**config.mk**
```make
export PLATFORM = sky130hd
export DESIGN_NAME = bbd_quad_fifo
export DESIGN_NICKNAME = d
export VERILOG_FILES = /design/src/bbd_pkg.sv /design/src/bbd_quad_fifo.sv
export SDC_FILE = /design/constraint.sdc
export NUM_CORES = 1
export LEC_CHECK = 0
export ABC_CLOCK_PERIOD_IN_PS = 17700
export BUFFER_PORTS_ARGS = -buffer_cell sky130_fd_sc_hd__buf_2
export CELL_PAD_IN_SITES_DETAIL_PLACEMENT = 2
export CELL_PAD_IN_SITES_GLOBAL_PLACEMENT = 2
export CORE_ASPECT_RATIO = 0.6
export CORE_MARGIN = 2
export CORE_UTILIZATION = 50
export CTS_CLUSTER_SIZE = 25
export DETAILED_ROUTE_END_ITERATION = 8
export GPL_ROUTABILITY_DRIVEN = 0
export GPL_TIMING_DRIVEN = 0
export PLACE_DENSITY_LB_ADDON = 0.12
export RECOVER_POWER = 100
export SLEW_MARGIN = 20
export SYNTH_ARGS = -nofsm -noshare
export SYNTH_HDL_FRONTEND = slang
export SYNTH_SLANG_ARGS = --single-unit
```
**constraint.sdc**
```tcl
create_clock -name clk -period 17.7 [get_ports clk]
set_input_delay 1.77 -clock clk [delete_from_list [all_inputs] [get_ports clk]]
set_output_delay 1.77 -clock clk [all_outputs]
set_load 0.02 [all_outputs]
```
**src/bbd_pkg.sv**
```systemverilog
`default_nettype none
package bbd_pkg;

    localparam int MAX_WIDTH   = 2048;
    localparam int MAX_HEIGHT  = 4096;
    localparam int LINES_KEPT  = 4;
    localparam int LINE_SEL_W  = $clog2(LINES_KEPT);
    localparam int ADDR_W      = $clog2(MAX_WIDTH);
    localparam int PIX_W       = 8;
    localparam int COL_W       = 11;
    localparam int ROW_W       = 12;
    localparam int FW_W        = 12;
    localparam int FH_W        = 13;
    localparam int CFG_IDX_W   = 2;
    localparam int CFG_DATA_W  = 13;
    localparam int QUEUE_DEPTH = 8;
    localparam int QPTR_W      = $clog2(QUEUE_DEPTH);
    localparam int QCNT_W      = QPTR_W + 1;

    localparam logic [CFG_IDX_W-1:0] REG_FRAME_WIDTH  = 2'd0;
    localparam logic [CFG_IDX_W-1:0] REG_FRAME_HEIGHT = 2'd1;

    localparam logic [FW_W-1:0] FRAME_WIDTH_RESET  = 12'd640;
    localparam logic [FH_W-1:0] FRAME_HEIGHT_RESET = 13'd480;

    localparam logic [1:0] KIND_NONE     = 2'd0;
    localparam logic [1:0] KIND_BORDER   = 2'd1;
    localparam logic [1:0] KIND_INTERIOR = 2'd2;

    typedef struct packed {
        logic [PIX_W-1:0] r;
        logic [PIX_W-1:0] g;
        logic [PIX_W-1:0] b;
    } rgb_t;

    typedef struct packed {
        rgb_t [3:0]       px;
        logic [COL_W-1:0] x;
        logic [ROW_W-1:0] y;
    } quad_t;

endpackage
`default_nettype wire

```
**src/bbd_quad_fifo.sv**
```systemverilog
`default_nettype none
module bbd_quad_fifo (
    input  wire logic                      clk,
    input  wire logic                      rst_n,
    input  wire logic                      push,
    input  wire bbd_pkg::quad_t            push_quad,
    input  wire logic                      pop,
    output bbd_pkg::quad_t                 head,
    output logic                           not_empty,
    output logic [bbd_pkg::QCNT_W-1:0]     count
);
    import bbd_pkg::*;

    quad_t             entry_reg [QUEUE_DEPTH];
    logic [QPTR_W-1:0] wptr_reg, rptr_reg;
    logic [QCNT_W-1:0] count_reg;

    always_ff @(posedge clk or negedge rst_n)
    begin
        if (!rst_n)
        begin
            wptr_reg  <= '0;
            rptr_reg  <= '0;
            count_reg <= '0;
        end
        else
        begin
            if (push)
            begin
                wptr_reg <= wptr_reg + QPTR_W'(1);
            end
            if (pop)
            begin
                rptr_reg <= rptr_reg + QPTR_W'(1);
            end
            count_reg <= count_reg + QCNT_W'(push) - QCNT_W'(pop);
        end
    end

    always_ff @(posedge clk)
    begin
        if (push)
        begin
            entry_reg[wptr_reg] <= push_quad;
        end
    end

    assign head      = entry_reg[rptr_reg];
    assign not_empty = (count_reg != '0);
    assign count     = count_reg;
endmodule
`default_nettype wire

```
==> results of run 1 <==
## synth_stat cells
master / count
sky130_fd_sc_hd__buf_6: 6
sky130_fd_sc_hd__fa_1: 1
sky130_fd_sc_hd__ha_1: 7
sky130_fd_sc_hd__nand3_1: 1
sky130_fd_sc_hd__nor3_1: 2
sky130_fd_sc_hd__buf_1: 12
sky130_fd_sc_hd__nor2_1: 6
sky130_fd_sc_hd__inv_1: 8
sky130_fd_sc_hd__nand2_1: 4
sky130_fd_sc_hd__edfxtp_1: 952
sky130_fd_sc_hd__mux4_1: 57
sky130_fd_sc_hd__buf_12: 2
sky130_fd_sc_hd__a21oi_1: 1
sky130_fd_sc_hd__mux2_2: 121
sky130_fd_sc_hd__mux4_2: 181
sky130_fd_sc_hd__clkbuf_1: 18
sky130_fd_sc_hd__nand2b_1: 3
sky130_fd_sc_hd__xnor2_1: 3
sky130_fd_sc_hd__buf_2: 12
sky130_fd_sc_hd__buf_8: 17
sky130_fd_sc_hd__xor2_1: 3
sky130_fd_sc_hd__a21o_1: 1
sky130_fd_sc_hd__dfrtp_1: 10
## per-stage QoR
| stage | instances | hold slack, ns | instance area (um^2) | setup TNS (ns) |
|---|---|---|---|---|
| 2_1_floorplan | 1428 | 0.517 | 36600 | 0 |
| 3_3_place_gp | 2649 | 0.550 | 39000 | -503.07 |
## kinds of logic after synthesis
kind of cell / Yosys count
adder cells (fa/ha/maj): 8
flip-flops: 962
XOR/XNOR: 6
AO/OA/AOI/OAI: 2
buffers and inverters: 75
AND/OR/NAND/NOR: 16
multiplexers: 359
==> metrics.md, run 1 <==
| Metric | Value |
|---|---|
| Outcome | did not finish |
| Stage where the run ended | 3_5_place_dp |
| Error that ended the run | [ERROR DPL-0033] detailed placement checks failed during check placement. |
| Top-area cell type share of the netlist area | 0.781 |
| Basic-gate share of the synthesized area counting and, or, nand and nor cells | 0.00195 |
| Vertical extent of the die | 214 um |
| Register bit total from synthesis | 962 |
| Overall die width | approximately 350 um |
| Synthesized area | 36600 um^2 |
| Combinational family with the most area after synthesis | multiplexers |
| Num rows | 76 |
| Number of cells produced by synthesis | 1428 |
| Most area-consuming cells after synthesis | sky130_fd_sc_hd__edfxtp_1, sky130_fd_sc_hd__mux4_2, sky130_fd_sc_hd__mux4_1, sky130_fd_sc_hd__mux2_2, sky130_fd_sc_hd__buf_8 |
| Half-perimeter wire length after placement | 68000 um |
| Count of port buffers added during placement | 246 |
| Share of the yosys chip area belonging to registers | 0.788 |
| Boundary pin count | 247 |
| Fraction of the mapped netlist area in compound gates | 0.000342 |
| Count of different cell masters after synthesis | 23 |
| Post-synthesis adder-cell area fraction | 0.00294 |
| Starting utilization of the core area | 0.508 |
| XOR/XNOR share of the synthesized area | 0.00144 |
| Top cell type by total area after synthesis | sky130_fd_sc_hd__edfxtp_1 |
| Warnings from Yosys | 0 |
| Synth Area per Inst | 25.6 um^2 |
| Net count of the mapped netlist | 1559 |
| Share of synthesized area spent on multiplexers | 0.190 |
==> run 2, diff against run 1 <==
--- a/config.mk
+++ b/config.mk
@@ -7,16 +7,12 @@
 export LEC_CHECK = 0
 export ABC_CLOCK_PERIOD_IN_PS = 17700
 export BUFFER_PORTS_ARGS = -buffer_cell sky130_fd_sc_hd__buf_2
-export CELL_PAD_IN_SITES_DETAIL_PLACEMENT = 2
-export CELL_PAD_IN_SITES_GLOBAL_PLACEMENT = 2
-export CORE_ASPECT_RATIO = 0.6
 export CORE_MARGIN = 2
-export CORE_UTILIZATION = 50
-export CTS_CLUSTER_SIZE = 25
+export CORE_UTILIZATION = 35
 export DETAILED_ROUTE_END_ITERATION = 8
 export GPL_ROUTABILITY_DRIVEN = 0
 export GPL_TIMING_DRIVEN = 0
-export PLACE_DENSITY_LB_ADDON = 0.12
+export PLACE_DENSITY_LB_ADDON = 0.15
 export RECOVER_POWER = 100
 export SLEW_MARGIN = 20
 export SYNTH_ARGS = -nofsm -noshare
==> run 2 against run 1 <==
Against the previous run: the flow now finishes, with violations (max-capacitance violations); synthesized cell count did not move; area after synthesis did not move.
==> metrics.md, run 2 <==
| Metric | Value |
|---|---|
| Outcome | complete, but fails checks |
| Violated checks | max-capacitance violations |
| # H-tree levels | 3 |
| Number of pins exceeding their max-slew limit in the final report | 0 |
| Boundary pin count | 247 (unchanged) |
| Most area-consuming cells after synthesis | sky130_fd_sc_hd__edfxtp_1, sky130_fd_sc_hd__mux4_2, sky130_fd_sc_hd__mux4_1, sky130_fd_sc_hd__mux2_2, sky130_fd_sc_hd__buf_8 |
| Total Die Area | 107000 um^2 |
| CTS clk-pin slew, worst paths | about 0.06 ns |
| Number of flip-flops under the largest register name | around 950 |
| Transition time at the pin with the least slew margin | about 1.5 ns |
| Vertical extent of the die | 327 um (+53%) |
| TritonCTS buffer count | between 100 and 150 |
| Number of cells in the design after placement | 3141 |
| Class of the most critical setup path | in2reg |
| Post-CTS setup-driven buffer insertion count | 0 |
| Signal arrival time at the worst endpoint | 7.25 ns |
| Number of synthesized flops with an enable pin | 952 (unchanged) |
| Net count of the mapped netlist | 1559 (unchanged) |
| Cells on worst reg2reg path | 6 |
| Vias after detailed routing | 16400 |
| Iteration-0 DRC count of the detailed router | 1149 |
| Share of the yosys chip area belonging to registers | 0.788 (unchanged) |
| Setup clock skew after layout | 0.0221 ns |
| Power density normalized to cell area | about 170 nW/um^2 |
| Leading cell type in the layout, fill and taps excluded | sky130_fd_sc_hd__edfxtp_1 |
| Post-detailed-route count of antenna-violating nets | 0 |
| Warnings from Yosys | 0 (unchanged) |
| Leading cell types in the layout, fill and taps excluded | sky130_fd_sc_hd__edfxtp_1, sky130_fd_sc_hd__clkbuf_1, sky130_fd_sc_hd__mux4_2 |
| Type of the worst min-delay path | reg2reg |
| Worst IR drop on VDD | 0.000110 V |
| Type of destination of the critical path | flop |
| Worst setup path endpoint | entry_reg[3][58]$_DFFE_PP_ |
| Min-Delay Path Depth | 1 |
| Critical Path Most Common Cell | sky130_fd_sc_hd__clkbuf_1 |
| Combined flip-flop and latch cell area | 28800 um^2 |
| Num rows | 118 (+55%) |
| CTS tree | done |
| # Max-Cap Violations | 2 |
| Share of the cycle needed by the critical path after routing | 0.395 |
| Number of cells produced by synthesis | 1428 (unchanged) |
| Antenna violations before repair | 15 |
| Reg2Reg Launch Point | wptr_reg[2]$_DFFE_PN0P_ |
| Overall die width | 327 um (-7.3%) |
| Register bit total from synthesis | 962 (unchanged) |
| Startpoint type of the worst setup path | primary input |
| Largest net degree at the start of global routing | 20 |
| Synthesized area | 36600 um^2 (unchanged) |
| CP max FO | 17 |
| Gates resized, CTS repair | 0 |
| Worst-skew pair later-pin latency | ~0.67 ns |
| Synth async-reset ratio | 0.0104 (unchanged) |
| Via count of the first global-routing pass | 17800 |
| Count of port buffers added during placement | 246 (unchanged) |
| Critical path, cell by cell | clkbuf_1 -> nand2_1 -> nor2_1 -> clkbuf_1 -> clkbuf_1 -> clkbuf_1 -> clkbuf_1 |
| Vias per cell | 4.91 |
| Worst setup path startpoint | push |
| Relative slew slack | 0.00312 |
| Wire length per cell | 25.3 um |
| Final Net Count | between 1500 and 2000 |
| Cell with the biggest individual delay on the critical path | sky130_fd_sc_hd__nor2_1 |
| Fraction of final layout cells sized beyond drive strength 1 | 0.255 |
| Drt first pass iters | 5 |
| Total power draw | 7.45 mW |
| Top-area cell type share of the netlist area | 0.781 (unchanged) |
| Worst endpoint required time | 17.97 ns |
| Clock Tree Buf Depth | 3 |
| Launch point of the worst hold path | wptr_reg[1]$_DFFE_PN0P_ |
| Setup repair after global routing missed its margin | false |
| Highest Clock Rate | approximately 0.14 GHz |
| Starting utilization of the core area | 0.353 (-0.155) |
| Longest individual stage delay on the worst path | 1.12 ns |
| Synth Area per Inst | 25.6 um^2 (unchanged) |
| Signed area change from the synthesized netlist to the final layout | 17.4% |
| Count of different cell masters after synthesis | 23 (unchanged) |
| Endpoint of the lowest-slack register-to-register path | entry_reg[3][58]$_DFFE_PP_ |
| Reg-to-reg setup timing slack | 11.62 ns |
| Most repeated cell in the gate-level netlist after synthesis | sky130_fd_sc_hd__edfxtp_1 |
| Total leakage power | approximately 14 nW |
| Remaining Overflow, GRT | 0 |
| Fill cell count | between 9000 and 10000 |
| Area of the core region | approximately 100000 um^2 |
| Worst hold margin | roughly 0.56 ns |
| Most instantiated flip-flop cell in the synthesis netlist | sky130_fd_sc_hd__edfxtp_1 |
| List of most frequent post-synthesis cells | sky130_fd_sc_hd__edfxtp_1, sky130_fd_sc_hd__mux4_2, sky130_fd_sc_hd__mux2_2, sky130_fd_sc_hd__mux4_1, sky130_fd_sc_hd__clkbuf_1 |
| Multi-input gate area | 7180 um^2 |
| Number of hold violations in the final report | 0 |
| Final standard cell count with taps included and fillers excluded | roughly 3300 |
| Clock root buffer master | sky130_fd_sc_hd__clkbuf_16 |
| Number of remaining DRC errors | 0 |
| Sink Count | 962 |
| Half-perimeter wire length after placement | 54800 um (-19%) |
| Routed Wire Length | 84300 um |
| First-pass GRT wire length | 121000 um |
| GRT Util Overall | 0.157 |
| Top cell type by total area after synthesis | sky130_fd_sc_hd__edfxtp_1 |
| Time the final worst path needs with I/O delays and setup | roughly 7.0 ns |
| Fin Setup TNS | 0 ns |
| Final setup violation count | 0 |
| Total of hold buffers inserted after clock tree synthesis | 0 |
run 2: cell counts after synthesis:
Identical to the previous run, type by type.
run 2: cell type report:
cell class	count	area share
Antenna cell	2	0.000116
Buffer	67	0.0124
Clock buffer	127	0.0631
Clock inverter	63	0.0149
Inverter	8	0.000699
Multi-Input combinational cell	391	0.167
Sequential cell	962	0.671
Tap cell	1380	0.0402
Timing Repair Buffer	333	0.0303
run 2: per-layer routing:
metal  vias up  wire, um  track usage
li1       7090         -            -
met1      8750     35700        0.202
met2       371     41600        0.262
met3       135      5120       0.0456
met4        20      1690       0.0380
met5         -       134            0
run 2: cell families (layout without fill, tap and decap cells):
family          Yosys count  after routing  share of synthesized area
mux                     359            359                      0.190
buf+inv                  75            598                     0.0155
compound gates            2              2                   0.000342
flops                   962            962                      0.788
other cells               0              2                          0
xor+xnor                  6              6                    0.00144
simple gates             16             16                    0.00195
fa+ha+maj                 8              8                    0.00294
run 2: power breakdown:
part           switching, mW  internal (mW)
Clock                  0.862           1.26
Sequential            0.0620           2.86
Combinational           1.43          0.972
run 2: worst max-delay path: cells and delay by family:
kind,cells,cell delay [ns]
buf+inv,5,4.13
simple gates,2,1.29
run 2: how the worst min path moves through the flow:
stage                                    to
global route        wptr_reg[1]$_DFFE_PN0P_
finish              wptr_reg[1]$_DFFE_PN0P_
global placement    wptr_reg[2]$_DFFE_PN0P_
CTS                 wptr_reg[1]$_DFFE_PN0P_
detailed placement  wptr_reg[1]$_DFFE_PN0P_
floorplan           wptr_reg[2]$_DFFE_PN0P_
run 2: through the flow:
stage	worst slack, ns	area [um^2]	utilization
5_1_grt	10.21	43000	0.415
3_3_place_gp	-3.33	39500	0.382
3_5_place_dp	13.04	41100	0.396
6_report	10.71	43000	0.415
4_1_cts	12.50	44400	0.429
2_1_floorplan	7.06	36600	-
No activity file was read; power rests on OpenSTA's default activity.
