**config.mk**
```make
export PLATFORM = sky130hd
export DESIGN_NAME = bbd_back
export DESIGN_NICKNAME = d
export VERILOG_FILES = /design/src/bbd_pkg.sv /design/src/bbd_back.sv
export SDC_FILE = /design/constraint.sdc
export NUM_CORES = 1
export LEC_CHECK = 0
export BUFFER_PORTS_ARGS = -buffer_cell sky130_fd_sc_hd__buf_2
export CAP_MARGIN = 30
export CORE_UTILIZATION = 53
export DETAILED_ROUTE_END_ITERATION = 6
export PLACE_DENSITY = 0.85
export SYNTH_ARGS = -nofsm -noshare
export SYNTH_HDL_FRONTEND = slang
export SYNTH_SLANG_ARGS = --single-unit
```
**constraint.sdc**
```tcl
create_clock -name clk -period 14 [get_ports clk]
set_input_delay 2.1 -clock clk [delete_from_list [all_inputs] [get_ports clk]]
set_output_delay 2.1 -clock clk [all_outputs]
set_load 0.01 [all_outputs]
```
**src/bbd_pkg.sv**
```systemverilog
`default_nettype none
package bbd_pkg;

    localparam int MAX_WIDTH   = 2048;
    localparam int MAX_HEIGHT  = 4096;
    localparam int LINES_KEPT  = 4;
    localparam int LINE_SEL_W  = $clog2(LINES_KEPT);
    localparam int ADDR_W      = $clog2(MAX_WIDTH);
    localparam int PIX_W       = 8;
    localparam int COL_W       = 11;
    localparam int ROW_W       = 12;
    localparam int FW_W        = 12;
    localparam int FH_W        = 13;
    localparam int CFG_IDX_W   = 2;
    localparam int CFG_DATA_W  = 13;
    localparam int QUEUE_DEPTH = 8;
    localparam int QPTR_W      = $clog2(QUEUE_DEPTH);
    localparam int QCNT_W      = QPTR_W + 1;

    localparam logic [CFG_IDX_W-1:0] REG_FRAME_WIDTH  = 2'd0;
    localparam logic [CFG_IDX_W-1:0] REG_FRAME_HEIGHT = 2'd1;

    localparam logic [FW_W-1:0] FRAME_WIDTH_RESET  = 12'd640;
    localparam logic [FH_W-1:0] FRAME_HEIGHT_RESET = 13'd480;

    localparam logic [1:0] KIND_NONE     = 2'd0;
    localparam logic [1:0] KIND_BORDER   = 2'd1;
    localparam logic [1:0] KIND_INTERIOR = 2'd2;

    typedef struct packed {
        logic [PIX_W-1:0] r;
        logic [PIX_W-1:0] g;
        logic [PIX_W-1:0] b;
    } rgb_t;

    typedef struct packed {
        rgb_t [3:0]       px;
        logic [COL_W-1:0] x;
        logic [ROW_W-1:0] y;
    } quad_t;

endpackage
`default_nettype wire

```
**src/bbd_back.sv**
```systemverilog
`default_nettype none
module bbd_back (
    input  wire logic                        clk,
    input  wire logic                        rst_n,
    input  wire bbd_pkg::quad_t              head,
    input  wire logic                        not_empty,
    output logic                             pop,
    output logic                             out_valid,
    input  wire logic                        out_ready,
    output logic [bbd_pkg::PIX_W-1:0]        red,
    output logic [bbd_pkg::PIX_W-1:0]        green,
    output logic [bbd_pkg::PIX_W-1:0]        blue,
    output logic [bbd_pkg::COL_W-1:0]        pixel_column,
    output logic [bbd_pkg::ROW_W-1:0]        pixel_row,
    output logic                             quad_last
);
    import bbd_pkg::*;

    quad_t      quad_reg;
    logic       busy_reg;
    logic [1:0] phase_reg;
    logic       done;

    assign done = busy_reg && out_ready && (phase_reg == 2'd3);
    assign pop  = not_empty && (!busy_reg || done);

    always_ff @(posedge clk or negedge rst_n)
    begin
        if (!rst_n)
        begin
            busy_reg  <= 1'b0;
            phase_reg <= '0;
        end
        else if (pop)
        begin
            busy_reg  <= 1'b1;
            phase_reg <= '0;
        end
        else if (done)
        begin
            busy_reg <= 1'b0;
        end
        else if (busy_reg && out_ready)
        begin
            phase_reg <= phase_reg + 2'd1;
        end
    end

    always_ff @(posedge clk)
    begin
        if (pop)
        begin
            quad_reg <= head;
        end
    end

    assign out_valid    = busy_reg;
    assign red          = quad_reg.px[phase_reg].r;
    assign green        = quad_reg.px[phase_reg].g;
    assign blue         = quad_reg.px[phase_reg].b;
    assign pixel_column = quad_reg.x + COL_W'(phase_reg[0]);
    assign pixel_row    = quad_reg.y + ROW_W'(phase_reg[1]);
    assign quad_last    = (phase_reg == 2'd3);
endmodule
`default_nettype wire

```
==> results.ini, run 1 <==
[worst_setup_path]
required_ns = 11.90
crit_top_cell = buf_2
path_buf_inv = 3
crit_path_max_fanout = 57
end_kind = primary output
critPathKind = in2out
critPathTopFamily = buffers and inverters
cp_cell_sequence = buf_2 > a21boi_0 > nor2b_4 > buf_4 > buf_2
r2r_slack_ns = 10.67
cp_slowest_cell = buf_4
start_kind = primary input
slowest_delay_ns = 0.54
worstPathArrival_ns = 3.32

[sta]
fin_crit_sh = 0.387
grt_setup_unrepaired = no
fmax_mhz = 185
clock_skew_ns = 0.00714
slew_headroom = 0.410
hold_viol_final = 0
period_needed_ns = 5.42
tightest_slew_ns = 0.885
setup_viol = 0
drv_slew = 0
fin_tns_setup_ns = 0

[clock_network]
post_cts_resized = 0
cts.root.buffer_cell = clkbuf_8
clock_path_buffers = 2
clk_latency_ns = 0.50
ctsHoldBuffers = 0
htree_levels = 4
numCtsBuffers = 17
cts.clk_slew.worst_paths_ns = 0.06
cts_tree = yes
cts_sinks = 122
post-cts-setup-buffer-count = 0

[routing]
dr_total_vias = 2718
firstDrtPassIters = 4
drt-vias-per-instance = 5.19
routed_wl_um = 8800
dr.max_layer_used = met4
m1WireLength_um = 3260
antenna_left = 0
routedWlPerCell_um = 16.8
drt-initial-drc-count = 106
wl_met3_um = 778
drcViolationCount = 0
route.met2.wl_um = 4670

[die]
die_w_um = 96.4
num_rows = 34
start_util = 0.545
core_area_mm2 = 0.00868
die_area_mm2 = 0.00930
die_h_um = 96.4
io-pin-count = 173

[place]
port-buffer-count = 172
dpl_cell_area_mm2 = 0.00568
dp_hpwl_um = 6170
gp_routability_congestion = 0.775

[power]
p_leak_uw = 0.00242
powerDensity_mw_per_mm2 = 179
ir_worst_vdd_mv = 0.186

[global_routing]
grt_usage = 0.192
grt_first_pass_wirelength_um = 12400
overflow = 0
grt_pass1_vias = 2662
antenna_found_initial = 0
grt_max_degree = 65

[finish]
drive_gt1_frac = 0.546
area_growth_syn_to_layout_pct = 31.4
fin_nets = 531
largest_reg_flops = 119
n_antenna_cell = 0
final_area_mm2 = 0.00621

[synthesis]
netlist_area_mm2 = 0.00473
synth.area.top_cells = edfxtp_1, mux4_2, mux4_1
synth_nets = 344
synth.avg_cell_area_um2 = 21.9
ys_top_cells_by_count = edfxtp_1, mux4_2, xnor2_1
synthCells = 216
synth_edf_count = 119
synth_top_area_share = 0.756
synth.most_common_cell = edfxtp_1
synth_top_area_cell = edfxtp_1
ys_ff_latch = 122
ys_types = 27
ys_warn_count = 0
ys_seq_area_frac = 0.772
async_flop_share = 0.0246
synth_flop_cell = edfxtp_1

[flow_run]
drv_cap = 0

[status]
status = complete, no violations

[min_path]
hold_path.class = reg2reg

==> where the power goes <==
group          total [uW]  internal, uW  switching, uW
Sequential            491           455           35.7
Combinational         246           128            117
Clock                 379           220            159
Total                1120           803            312
==> routing by layer <==
layer / vias up / global-route usage
met1: 1316 / 0.210
met2: 126 / 0.320
met4: 0 / 0.0784
met5: - / 0
li1: 1268 / -
met3: 8 / 0.0931
==> logic make-up after synthesis <==
| logic type | share of synthesized area |
|---|---|
| and+or+nand+nor | 0.0334 |
| buffers and inverters | 0.0175 |
| xor gates and xnor gates | 0.0352 |
| adders and majority gates | 0.0132 |
| DFF | 0.772 |
| AOI/OAI and AO/OA | 0.00768 |
| muxes | 0.121 |
==> worst paths after layout <==
path                                end         start  cells after the start
min                        phase_reg[1]     out_valid                      1
min reg2reg                phase_reg[1]     out_valid                      1
max in group asynchronous  phase_reg[0]         rst_n                      1
min in group asynchronous     out_valid         rst_n                      1
max reg2reg                quad_reg[42]  phase_reg[0]                      5
max                                 pop     out_ready                      5
==> worst register-to-register path: cells and delay by family (launching register included) <==
kind	cells	cell delay, ns
AO/OA/AOI/OAI	1	0.17
flip-flops	1	0.95
adder cells (fa/ha/maj)	1	0.34
AND/OR/NAND/NOR	1	0.13
buffers and inverters	2	1.32
==> cell usage in the layout, fill, tap and decap left out, types with 6 or more instances in the layout <==
cell       count
buf_2        172
clkbuf_16     16
edfxtp_1     119
inv_6          6
mux4_1         6
mux4_2        18
nand3_1        8
xnor2_1       11
xor2_1         8
==> layout make-up <==
| class | instances | area (um^2) |
|---|---|---|
| multi-input combinational | 84 | 1000 |
| inverter | 3 | 11.3 |
| sequential | 122 | 3650 |
| clock inverter | 15 | 115 |
| clock buffer | 17 | 414 |
| timing repair buffer | 175 | 883 |
| tap | 108 | 135 |
| fill | 582 | 2470 |
==> per-stage QoR <==
step / worst slack, ns / hold WS [ns] / instances / total power (uW) / util
after floorplan: 4.32 / 0.584 / 216 / 672 / -
after global placement: 8.62 / 0.550 / 492 / 738 / 0.655
after detailed placement: 8.57 / 0.566 / 492 / 747 / 0.655
after CTS: 8.56 / 0.577 / 524 / 1130 / 0.716
after global routing: 8.47 / 0.604 / 524 / 1170 / 0.716
final: 8.58 / 0.592 / 524 / 1120 / 0.716
No activity file was read; power rests on OpenSTA's default activity.
==> run 2, diff against run 1 <==
--- a/config.mk
+++ b/config.mk
@@ -7,9 +7,9 @@
 export LEC_CHECK = 0
 export BUFFER_PORTS_ARGS = -buffer_cell sky130_fd_sc_hd__buf_2
 export CAP_MARGIN = 30
-export CORE_UTILIZATION = 53
+export CORE_UTILIZATION = 49
 export DETAILED_ROUTE_END_ITERATION = 6
-export PLACE_DENSITY = 0.85
+export PLACE_DENSITY = 0.79
 export SYNTH_ARGS = -nofsm -noshare
 export SYNTH_HDL_FRONTEND = slang
 export SYNTH_SLANG_ARGS = --single-unit
==> constraint.sdc (replaced) <==
create_clock -name clk -period 5 [get_ports clk]
set_input_delay 0.75 -clock clk [delete_from_list [all_inputs] [get_ports clk]]
set_output_delay 0.75 -clock clk [all_outputs]
set_load 0.01 [all_outputs]
==> results.ini, run 2 (synthesized netlist as in run 1, its figures left out) <==
[die]
die_area_mm2 = 0.0100
start_util = 0.509
die_h_um = 100
num_rows = 35
die_w_um = 100
core_area_mm2 = 0.00928
io-pin-count = 173

[worst_setup_path]
crit_top_cell = ha_1
required_ns = 4.25
cp_cell_sequence = buf_4 > ha_1 > ha_1 > nand3_1 > nor3_1 > xor2_1 > buf_2
critPathKind = reg2out
worstPathArrival_ns = 2.41
start_kind = register
cp_slowest_cell = buf_4
slowest_delay_ns = 0.44
end_kind = primary output
crit_path_max_fanout = 27

[routing]
drcViolationCount = 0
antenna_left = 0
dr_total_vias = 2708
routed_wl_um = 9190
drt-initial-drc-count = 62
routedWlPerCell_um = 16.8
firstDrtPassIters = 5
drt-vias-per-instance = 4.95

[power]
p_seq_frac = 0.406
ir_worst_vdd_mv = 0.304
powerDensity_mw_per_mm2 = 514
internal-power_uw = 2320
swShare = 0.284
netSwitchingPower_uw = 921
p_clk_frac = 0.358
p_leak_uw = 0.00245
power.share.combinational = 0.235

[sta]
fin_tns_setup_ns = 0
setup_viol = 0
drv_slew = 0
period_needed_ns = 3.16
grt_setup_unrepaired = no
clock_skew_ns = 0.00714
fin_crit_sh = 0.632
slew_headroom = 0.505
tightest_slew_ns = 0.741
fmax_mhz = 316
hold_viol_final = 0

[finish]
layout_common_cells = buf_2, edfxtp_1, mux4_2
layout_commonest_cell = buf_2
n_antenna_cell = 0
drive_gt1_frac = 0.548
fin_nets = 533
largest_reg_flops = 119
fill_cells = 649
multi_input_area_mm2 = 0.00100
instances_no_fill = 547
area_growth_syn_to_layout_pct = 33.2
seq_area_mm2 = 0.00365

[place]
gp_routability_congestion = 0.802
port-buffer-count = 172
dp_cells = 514
dp_hpwl_um = 6190

[clock_network]
cts.clk_slew.worst_paths_ns = 0.06
cts.root.buffer_cell = clkbuf_8
htree_levels = 4
clk_latency_ns = 0.51
clock_path_buffers = 2
post-cts-setup-buffer-count = 0
cts_tree = yes
numCtsBuffers = 17
cts_sinks = 122
post_cts_resized = 0

[status]
status = complete, no violations

[global_routing]
grt_max_degree = 49
antenna_found_initial = 0
grt_pass1_vias = 2774
grt_usage = 0.193
grt_first_pass_wirelength_um = 13900
overflow = 0

[min_path]
hold_path.class = in2reg

[flow_run]
drv_cap = 0

-- run 2: cell count changes in the layout (fill, tap and decap cells not counted) --
cell,delta
bufinv_16,+1
clkinv_8,+1
clkinv_2,-1
dlygate4sd3_1,+1
buf_4,+1
inv_8,+2
clkinv_1,-1
clkinv_4,-2
-- run 2: power groups by stage --
stage	Clock, uW	Sequential [uW]	Combinational (uW)
floorplan	0	1340	532
global placement	0	1330	756
detailed placement	0	1340	767
CTS	1180	1320	778
global route	1220	1320	827
finish	1160	1320	762
-- run 2: area by class of cell --
class / instances / share of cell area
Sequential cell: 122 / 0.579
Multi-Input combinational cell: 84 / 0.159
Timing Repair Buffer: 177 / 0.143
Clock buffer: 17 / 0.0658
Tap cell: 129 / 0.0256
Clock inverter: 15 / 0.0250
Inverter: 3 / 0.00179
-- run 2: final timing paths --
check                                  start               end  slack [ns]  cells past startpoint
worst max-delay path            phase_reg[0]  pixel_column[10]        1.84                      7
worst min-delay path               head[117]     quad_reg[117]        0.41                      1
worst max register to register  phase_reg[0]      quad_reg[85]        2.53                      4
worst min register to register     out_valid      phase_reg[1]        0.63                      1
max in group asynchronous              rst_n      phase_reg[0]        4.30                      2
min in group asynchronous              rst_n         out_valid        0.59                      2
-- run 2: critical path: cells and delay by family, from the launching register on --
kind                       cells  cell delay (ns)
xor gates and xnor gates       1             0.15
adders and majority gates      2             0.50
buffers and inverters          2             0.58
DFF                            1             0.35
and+or+nand+nor                2             0.29
-- run 2: timing repair --
item | CTS | global route
endpoints found under the hold margin | 3 | 0
hold buffers | 1 | 0
setup endpoints to repair | 0 | 0
-- run 2: metrics by stage --
| step | total power [uW] | hold WS [ns] | cell area (um^2) | util | setup slack (ns) |
|---|---|---|---|---|---|
| final | 3240 | 0.406 | 6300 | 0.678 | 1.84 |
| after floorplan | 1870 | 0.454 | 4730 | - | 0.275 |
| after global routing | 3370 | 0.382 | 6300 | 0.678 | 1.64 |
| after global placement | 2080 | 0.548 | 5720 | 0.616 | 2.36 |
| after detailed placement | 2100 | 0.547 | 5720 | 0.616 | 2.30 |
| after CTS | 3280 | 0.386 | 6300 | 0.678 | 1.79 |
-- run 2: layer usage --
metal  part of all wire  global-route usage  wire [um]
met1               0.38               0.214       3520
met2               0.52               0.332       4760
met3              0.082              0.0724        755
met4              0.017              0.0847        160
met5                  0                   0          0
==> run 3, diff against run 2 <==
--- a/config.mk
+++ b/config.mk
@@ -5,11 +5,12 @@
 export SDC_FILE = /design/constraint.sdc
 export NUM_CORES = 1
 export LEC_CHECK = 0
+export ABC_AREA = 1
 export BUFFER_PORTS_ARGS = -buffer_cell sky130_fd_sc_hd__buf_2
 export CAP_MARGIN = 30
-export CORE_UTILIZATION = 49
+export CORE_UTILIZATION = 45
 export DETAILED_ROUTE_END_ITERATION = 6
-export PLACE_DENSITY = 0.79
+export PLACE_DENSITY = 0.76
 export SYNTH_ARGS = -nofsm -noshare
 export SYNTH_HDL_FRONTEND = slang
 export SYNTH_SLANG_ARGS = --single-unit
==> constraint.sdc (replaced) <==
create_clock -name clk -period 2.7 [get_ports clk]
set_input_delay 0.405 -clock clk [delete_from_list [all_inputs] [get_ports clk]]
set_output_delay 0.405 -clock clk [all_outputs]
set_load 0.01 [all_outputs]
==> results.ini, run 3 <==
[synthesis]
synthCells = 370
ys_types = 24
netlist_area_mm2 = 0.00489
synth_edf_count = 119
synth_top_area_share = 0.731
ys_warn_count = 0
synth_top_area_cell = edfxtp_1
synth_flop_cell = edfxtp_1
ys_ff_latch = 122
ys_top_cells_by_count = edfxtp_1, nor2_1, o21ai_0
ys_seq_area_frac = 0.746
synth_nets = 498
synth.area.top_cells = edfxtp_1, nor2_1, o21ai_0
synth.avg_cell_area_um2 = 13.2
async_flop_share = 0.0246
synth.most_common_cell = edfxtp_1

[place]
dp_slack_ns = 0.578
port-buffer-count = 172
gp_routability_congestion = 0.880
dpl_cell_area_mm2 = 0.00595
dp_cells = 671
dp_hpwl_um = 7290

[power]
ir_worst_vdd_mv = 0.553
powerDensity_mw_per_mm2 = 964
p_leak_uw = 0.00264

[global_routing]
grt_max_degree = 59
antenna_found_initial = 0
grt_pass1_vias = 3411
grt_usage = 0.187
overflow = 0
grt_first_pass_wirelength_um = 15600

[worst_setup_path]
reg2reg_from = phase_reg[0]
r2r_slack_ns = 0.59
worstPathArrival_ns = 2.13
required_ns = 2.30
critPathKind = reg2out
critPathLaunch = phase_reg[0]
start_kind = register
crit_path_max_fanout = 49
end_kind = primary output

[routing]
drt-vias-per-instance = 4.98
routed_wl_um = 10400
drcViolationCount = 0
antenna_left = 0
dr_total_vias = 3513
routedWlPerCell_um = 14.7
drt-initial-drc-count = 284
firstDrtPassIters = 4

[flow_run]
drv_cap = 0

[sta]
hold_slack_ns = 0.0739
drv_slew = 0
fin_crit_sh = 0.939
period_needed_ns = 2.54
setup_viol = 0
fmax_mhz = 394
setup_ws_ns = 0.164
clock_skew_ns = 0.00637
hold_viol_final = 0
tightest_slew_ns = 0.482
fin_tns_setup_ns = 0
slew_headroom = 0.679
grt_setup_unrepaired = no

[finish]
fill_cells = 814
largest_reg_flops = 119
layout_commonest_cell = buf_2
fin_nets = 683
final_area_mm2 = 0.00652
drive_gt1_frac = 0.384
instances_no_fill = 705
layout_common_cells = buf_2, edfxtp_1, nor2_1
area_growth_syn_to_layout_pct = 33.3

[die]
io-pin-count = 173
die_area_mm2 = 0.0113
die_w_um = 106
core_area_mm2 = 0.0104
num_rows = 37
die_h_um = 106
start_util = 0.469

[clock_network]
cts.clk_slew.worst_paths_ns = 0.06
numCtsBuffers = 17
ctsHoldBuffers = 1
clk_latency_ns = 0.50
post_cts_resized = 0
htree_levels = 4
cts.root.buffer_cell = clkbuf_8
post-cts-setup-buffer-count = 0
clock_path_buffers = 2
cts_sinks = 122
cts_tree = yes

[status]
status = complete, no violations

[min_path]
hold_path.startpoint = head[41]
hold_path.class = in2reg

-- run 3: cell count changes in the layout (fill, tap and decap cells not counted), moves of 6 or more --
| cell | previous run | this run |
|---|---|---|
| inv_6 | 6 | 0 |
| o21ai_1 | 0 | 6 |
| mux4_2 | 18 | 0 |
| nand2_1 | 5 | 39 |
| xnor2_1 | 11 | 1 |
| o22ai_1 | 1 | 24 |
| nor2_1 | 4 | 62 |
| inv_1 | 3 | 16 |
| o21ai_0 | 0 | 44 |
| mux4_1 | 6 | 0 |
-- run 3: logic make-up (layout without fill, tap and decap cells) --
group	after synthesis	in the layout	synth area share
adder cells (fa/ha/maj)	5	5	0.0128
AND/OR/NAND/NOR	122	122	0.105
AO/OA/AOI/OAI	77	77	0.0850
buffers and inverters	33	231	0.0312
other	0	1	0
XOR/XNOR	11	11	0.0197
flip-flops	122	122	0.746
-- run 3: final cells by class --
cell class,instances,area (um^2),share of cell area
tap,136,170,0.0261
antenna,1,2.50,0.000384
timing repair buffer,180,948,0.145
clock inverter,11,128,0.0196
multi-input combinational,215,1120,0.172
inverter,19,71.3,0.0109
clock buffer,21,429,0.0658
sequential,122,3650,0.560
-- run 3: final timing paths --
| path | cells after the start | end |
|---|---|---|
| min reg2reg | 4 | phase_reg[1] |
| max reg2reg | 5 | quad_reg[73] |
| min | 1 | quad_reg[41] |
| max in group asynchronous | 2 | phase_reg[0] |
| min in group asynchronous | 2 | phase_reg[1] |
| max | 5 | pop |
-- run 3: critical path: stages, from the launching register on --
cell and delay [ns]:
dfrtp_2 0.39, buf_4 0.44, ha_4 0.23, a21oi_4 0.06
nor2_4 0.30, buf_2 0.20
-- run 3: per-stage QoR --
step	utilization	total power (uW)
after global placement	0.571	4170
final	0.626	6290
after CTS	0.626	6350
after global routing	0.626	6620
after floorplan	-	3550
after detailed placement	0.571	4220
-- run 3: layer usage --
metal,global-route usage,vias to the layer above,wire length (um)
met4,0.0962,0,233
met2,0.306,151,5020
met3,0.0705,20,859
met1,0.214,1627,4250
met5,0,-,0
li1,-,1715,-
-- run 3: where the power goes --
group | internal [uW] | total [uW] | switching [uW]
combinational | 638 | 1740 | 1100
sequential | 2350 | 2440 | 90.1
clock | 1390 | 2110 | 727
total | 4370 | 6290 | 1910
